File: src/design/tmb_pkg.sv
// ----------------------------------------------------------------------------
// tmb_pkg
// Shared types, constants and the sine table series for the TRS matrix builder.
// ----------------------------------------------------------------------------
`default_nettype none

package tmb_pkg;

  typedef struct packed {
    logic signed [31:0] trans_x;
    logic signed [31:0] trans_y;
    logic signed [31:0] trans_z;
    logic signed [15:0] angle_x_deg;
    logic signed [15:0] angle_y_deg;
    logic signed [15:0] angle_z_deg;
    logic signed [31:0] scale_x;
    logic signed [31:0] scale_y;
    logic signed [31:0] scale_z;
  } in_item_t;

  typedef struct packed {
    logic [1:0]         column_index;
    logic signed [31:0] row0_value;
    logic signed [31:0] row1_value;
    logic signed [31:0] row2_value;
    logic signed [31:0] row3_value;
    logic               last_column;
  } out_item_t;

  typedef struct packed {
    logic signed [31:0] trans_x;
    logic signed [31:0] trans_y;
    logic signed [31:0] trans_z;
    logic signed [31:0] scale_x;
    logic signed [31:0] scale_y;
    logic signed [31:0] scale_z;
  } side_t;

  localparam int SIDE_W      = $bits(side_t);
  localparam int ANGLE_BIAS  = 46080;   // 2 turns (720 degrees) in Q10.6 degrees
  localparam int ANGLE_DIV   = 5760;    // 90 degrees in Q10.6
  localparam int ANGLE_MAX_U = 78847;   // largest biased angle
  localparam int RECIP_SHIFT = 44;

  localparam logic [63:0] HALF_PI_Q62 = 64'h6487_ED51_10B4_611A;

  localparam logic signed [31:0] ONE_Q16 = 32'sd65536;
  localparam logic signed [31:0] SAT_MAX = 32'sh7FFF_FFFF;
  localparam logic signed [31:0] SAT_MIN = 32'sh8000_0000;

  localparam logic [1:0] COL_FIRST = 2'd0;
  localparam logic [1:0] COL_LAST  = 2'd3;

  localparam int QDEPTH = 8;
  localparam int QAW    = $clog2(QDEPTH);

  // Taylor series of sin(x), x in Q62, result rounded half up to Q(f)
  function automatic logic [63:0] sine_series(input logic [63:0] x, input int f);
    logic [127:0] pr;
    logic [63:0]  x2;
    logic [63:0]  term;
    logic [63:0]  sum;
    pr   = {64'd0, x} * {64'd0, x};
    x2   = pr[125:62];
    term = x;
    sum  = x;
    for (int i = 1; i <= 13; i++) begin
      pr   = {64'd0, term} * {64'd0, x2};
      term = pr[125:62] / 64'((2 * i) * (2 * i + 1));
      if (i % 2 == 1) begin
        sum = sum - term;
      end else begin
        sum = sum + term;
      end
    end
    sum = (sum + (64'd1 << (61 - f))) >> (62 - f);
    return sum;
  endfunction

endpackage

`default_nettype wire

File: src/design/tmb_queue.sv
// ----------------------------------------------------------------------------
// tmb_queue
// Small FIFO between the matrix front end and the column back end.
// ----------------------------------------------------------------------------
`default_nettype none

module tmb_queue #(
  parameter int DW = 8
) (
  input  logic          clk,
  input  logic          rst_n,
  input  logic          push,
  input  logic [DW-1:0] push_data,
  input  logic          pop,
  output logic          not_empty,
  output logic [DW-1:0] head
);
  import tmb_pkg::*;

  logic [DW-1:0]  mem_r [QDEPTH];
  logic [QAW-1:0] wp_r, rp_r;
  logic [QAW:0]   cnt_r;

  always_ff @(posedge clk) begin
    if (push) begin
      mem_r[wp_r] <= push_data;
    end
  end

  always_ff @(posedge clk) begin
    if (!rst_n) begin
      wp_r  <= '0;
      rp_r  <= '0;
      cnt_r <= '0;
    end else begin
      if (push) begin
        wp_r <= wp_r + 1'b1;
      end
      if (pop) begin
        rp_r <= rp_r + 1'b1;
      end
      if (push && !pop) begin
        cnt_r <= cnt_r + 1'b1;
      end else if (pop && !push) begin
        cnt_r <= cnt_r - 1'b1;
      end
    end
  end

  assign not_empty = cnt_r != '0;
  assign head      = mem_r[rp_r];

endmodule

`default_nettype wire

File: config.mk
export PLATFORM = sky130hd
export DESIGN_NAME = tmb_queue
export DESIGN_NICKNAME = d
export VERILOG_FILES = /design/src/design/tmb_pkg.sv /design/src/design/tmb_queue.sv
export SDC_FILE = /design/constraint.sdc
export NUM_CORES = 1
export LEC_CHECK = 0
export ABC_CLOCK_PERIOD_IN_PS = 1350
export BUFFER_PORTS_ARGS = -buffer_cell sky130_fd_sc_hd__buf_4
export CAP_MARGIN = 20
export CORE_UTILIZATION = 50
export DETAILED_ROUTE_END_ITERATION = 12
export PLACE_DENSITY = 0.73
export SLEW_MARGIN = 40
export SYNTH_ARGS = -nofsm -noshare
export SYNTH_HDL_FRONTEND = slang
export SYNTH_SLANG_ARGS = --single-unit
File: constraint.sdc
create_clock -name clk -period 1.35 [get_ports clk]
set_input_delay 0.135 -clock clk [delete_from_list [all_inputs] [get_ports clk]]
set_output_delay 0.135 -clock clk [all_outputs]
set_load 0.02 [all_outputs]
==> results.py <==
metrics = {
    "sta": {
        "slew_headroom_pct": 81.85,
        "timing.final.max_slew_violations": 0,
        "period_minus_slack_ns": 1.899,
        "fmax_ghz": 0.5267,
        "worst_pin_slew_ns": 0.2719,
        "clock_skew_ns": 0.005805,
        "holdWs_ns": 0.03377,
        "setup_ws_ns": -0.5486,
        "period_share_pct": 140.6,
        "hold_violations": 0,
        "rsz0062_at_grt": "yes",
        "setup_viol": 10,
    },
    "layout": {
        "finalNetCount": 221,
        "finalNonFillerCells": 283,
        "mostFrequentLayoutCells": "64 x edfxtp_1, 22 x buf_4, 16 x mux4_2",
        "layout-drive-gt1-share_pct": 43.27,
        "area_growth_pct": 22.20,
        "mostFrequentLayoutCell": "edfxtp_1",
        "final_design_area_no_fill_sq_um": 3795,
        "diodes": 0,
    },
    "routing": {
        "drtAntennaViolNets": 0,
        "firstDrtPassIters": 4,
        "finalWirelength_mm": 5.423,
        "drtIter0Drc": 62,
        "drc": 0,
        "routed-via-count": 1535,
        "vias_per_cell": 5.424,
        "wl_per_cell_microns": 19.16,
    },
    "global_routing": {
        "antenna_found_initial": 0,
        "grt-ovfl-total": 0,
        "grt_usage_pct": 18.27,
        "grt_pass1_wl_mm": 8.238,
        "grt_max_degree": 17,
        "grt_pass1_vias": 1628,
    },
    "setup_path": {
        "worstPathRequired_ns": 1.22,
        "critPathBufInv": 2,
        "path_max_fanout": 8,
        "cp_top_family": "multiplexers",
        "critPathLaunchType": "register",
        "max_stage_delay_ns": 0.50,
        "crit_chain": "buf_12 > mux4_2 > mux2_4 > buf_6",
        "cp_slowest_cell": "mux4_2",
        "criticalPathCategory": "reg2out",
        "crit_path_end_kind": "output port",
        "crit_arrival_ns": 1.76,
    },
    "die": {
        "coreArea_sq_um": 5956,
        "design.die.area_sq_um": 6530,
        "rows": 28,
        "pin_count": 21,
        "start_util_pct": 52.14,
        "die_y_microns": 80.81,
        "fp.dieW_microns": 80.81,
    },
    "clock_tree": {
        "clkSinkCount": 77,
        "cts-htree-levels": 3,
        "cts_tree": "built",
        "clockRootBuffer": "clkbuf_8",
        "clkTransAtPathRegs_ns": 0.08,
        "clkLatencyLatePin_ns": 0.33,
        "cts_buffer_depth": 2,
        "hold_buffers": 0,
        "cts_buffers": 9,
    },
    "yosys": {
        "ys_seq_area_share_pct": 70.27,
        "synth_top_area_share_pct": 61.89,
        "synth_seq_cells": 77,
        "syn_area_per_cell_sq_um": 19.29,
        "synth_top_cell_by_area": "edfxtp_1",
        "syn_area_sq_um": 3105,
        "synth_warnings": 0,
        "synth.distinct_cells": 28,
        "syn_nets": 179,
        "syn_inst": 161,
        "synth_area_leaders": "edfxtp_1 62%, mux4_1 13%, dfxtp_1 8.4%",
    },
    "placed_design": {
        "dpl_cell_area_sq_um": 3477,
        "globalplace.congestion": 0.6711,
        "dp_cells": 263,
        "port_buffers": 20,
    },
    "pwr": {
        "p_leak_nw": 1.331,
        "power.density_nw_per_um2": 1428,
        "p_total_mw": 5.418,
        "irDropWorstVdd_uv": 708.1,
    },
    "job": {
        "drv_cap": 0,
    },
    "status": {
        "violations": "setup timing",
        "outcome": "complete, but fails checks",
    },
    "worst_hold_path": {
        "hold_path_class": "in2reg",
    },
}
-- power breakdown --
part           internal, mW  leakage, nW  switching (mW)
clock network          1.03        0.105           0.784
logic                 0.501        0.536           0.371
registers              2.67        0.690          0.0616
-- routing by layer --
| metal | vias up | global-route usage, % | wire length (microns) |
|---|---|---|---|
| met1 | 793 | 21.84 | 2193 |
| met3 | 2 | 4.719 | 225 |
| li1 | 704 | - | - |
| met2 | 36 | 32.44 | 2986 |
| met5 | - | 0 | 0 |
| met4 | 0 | 5.357 | 17 |
-- worst reg2reg max path, stage by stage, from the launching register on --
cell and delay (ns):
dfxtp_4 0.35, buf_6 0.12, ha_4 0.23, a21oi_4 0.15, a211oi_2 0.08, a31oi_1 0.19, mux2i_1 0.19
-- flip-flops by register name, indices dropped and copies added, names as in the netlist, named ones only --
| register | count |
|---|---|
| mem_r | 64 |
| cnt_r | 4 |
| rp_r | 3 |
| wp_r | 3 |
-- metrics by stage --
step / TNS, ns / util [%] / worst slack, ns
finish: -4.462 / 63.72 / -0.5486
global route: -4.969 / 63.72 / -0.5990
CTS: -4.668 / 63.47 / -0.5780
detailed placement: -2.446 / 58.38 / -0.2788
global placement: -2.139 / 58.38 / -0.2650
floorplan: -1.096 / - / -0.1454
-- layout make-up --
cell class,count,area (sq um)
clock buffer,9,123.9
fill,422,2161
inverter,2,7.507
sequential,77,2192
multi-input combinational,75,908.4
timing repair buffer,38,380.4
tap,75,93.84
clock inverter,7,88.84
-- timing repair --
action / in CTS / in global routing
hold endpoints to repair: 0 / 0
resized for setup: 28 / 4
setup endpoints to repair: 10 / 11
setup buffers: 4 / 0
pin swaps: 4 / 1
-- kinds of logic (layout without fill, tap and decap cells) --
kind of cell	Yosys count	in the layout	synth area share, %
adder cells (fa/ha/maj)	6	6	2.659
multiplexers	28	28	17.61
buffers and inverters	9	56	1.893
AND/OR/NAND/NOR	31	31	5.117
flip-flops	77	77	70.27
AO/OA/AOI/OAI	4	4	0.7654
XOR/XNOR	6	6	1.692
-- path summary, 6_finish.rpt --
path / startpoint / end / slack, ns / depth (start not counted)
worst max-delay path: register / head[5] / -0.55 / 4
worst max register to register: cnt_r[2] / cnt_r[3] / -0.02 / 6
worst min register to register: cnt_r[3] / cnt_r[3] / 0.50 / 2
worst min-delay path: push_data[5] / mem_r[7][5] / 0.03 / 1
-- Yosys cell counts (all sizes together) --
| master | count |
|---|---|
| edfxtp | 64 |
| mux4 | 16 |
| dfxtp | 13 |
| mux2 | 8 |
| and2 | 7 |
| nor2 | 7 |
| nand2 | 6 |
| ha | 5 |
| buf | 4 |
| mux2i | 4 |
| nand2b | 4 |
| xnor2 | 4 |
| clkbuf | 3 |
| nor2b | 3 |
| inv | 2 |
| nor3 | 2 |
| xor2 | 2 |
| a211oi | 1 |
| a21oi | 1 |
| a31oi | 1 |
| fa | 1 |
| nand3 | 1 |
| o21ai | 1 |
| or4 | 1 |
(Power assumes the default switching activity.)
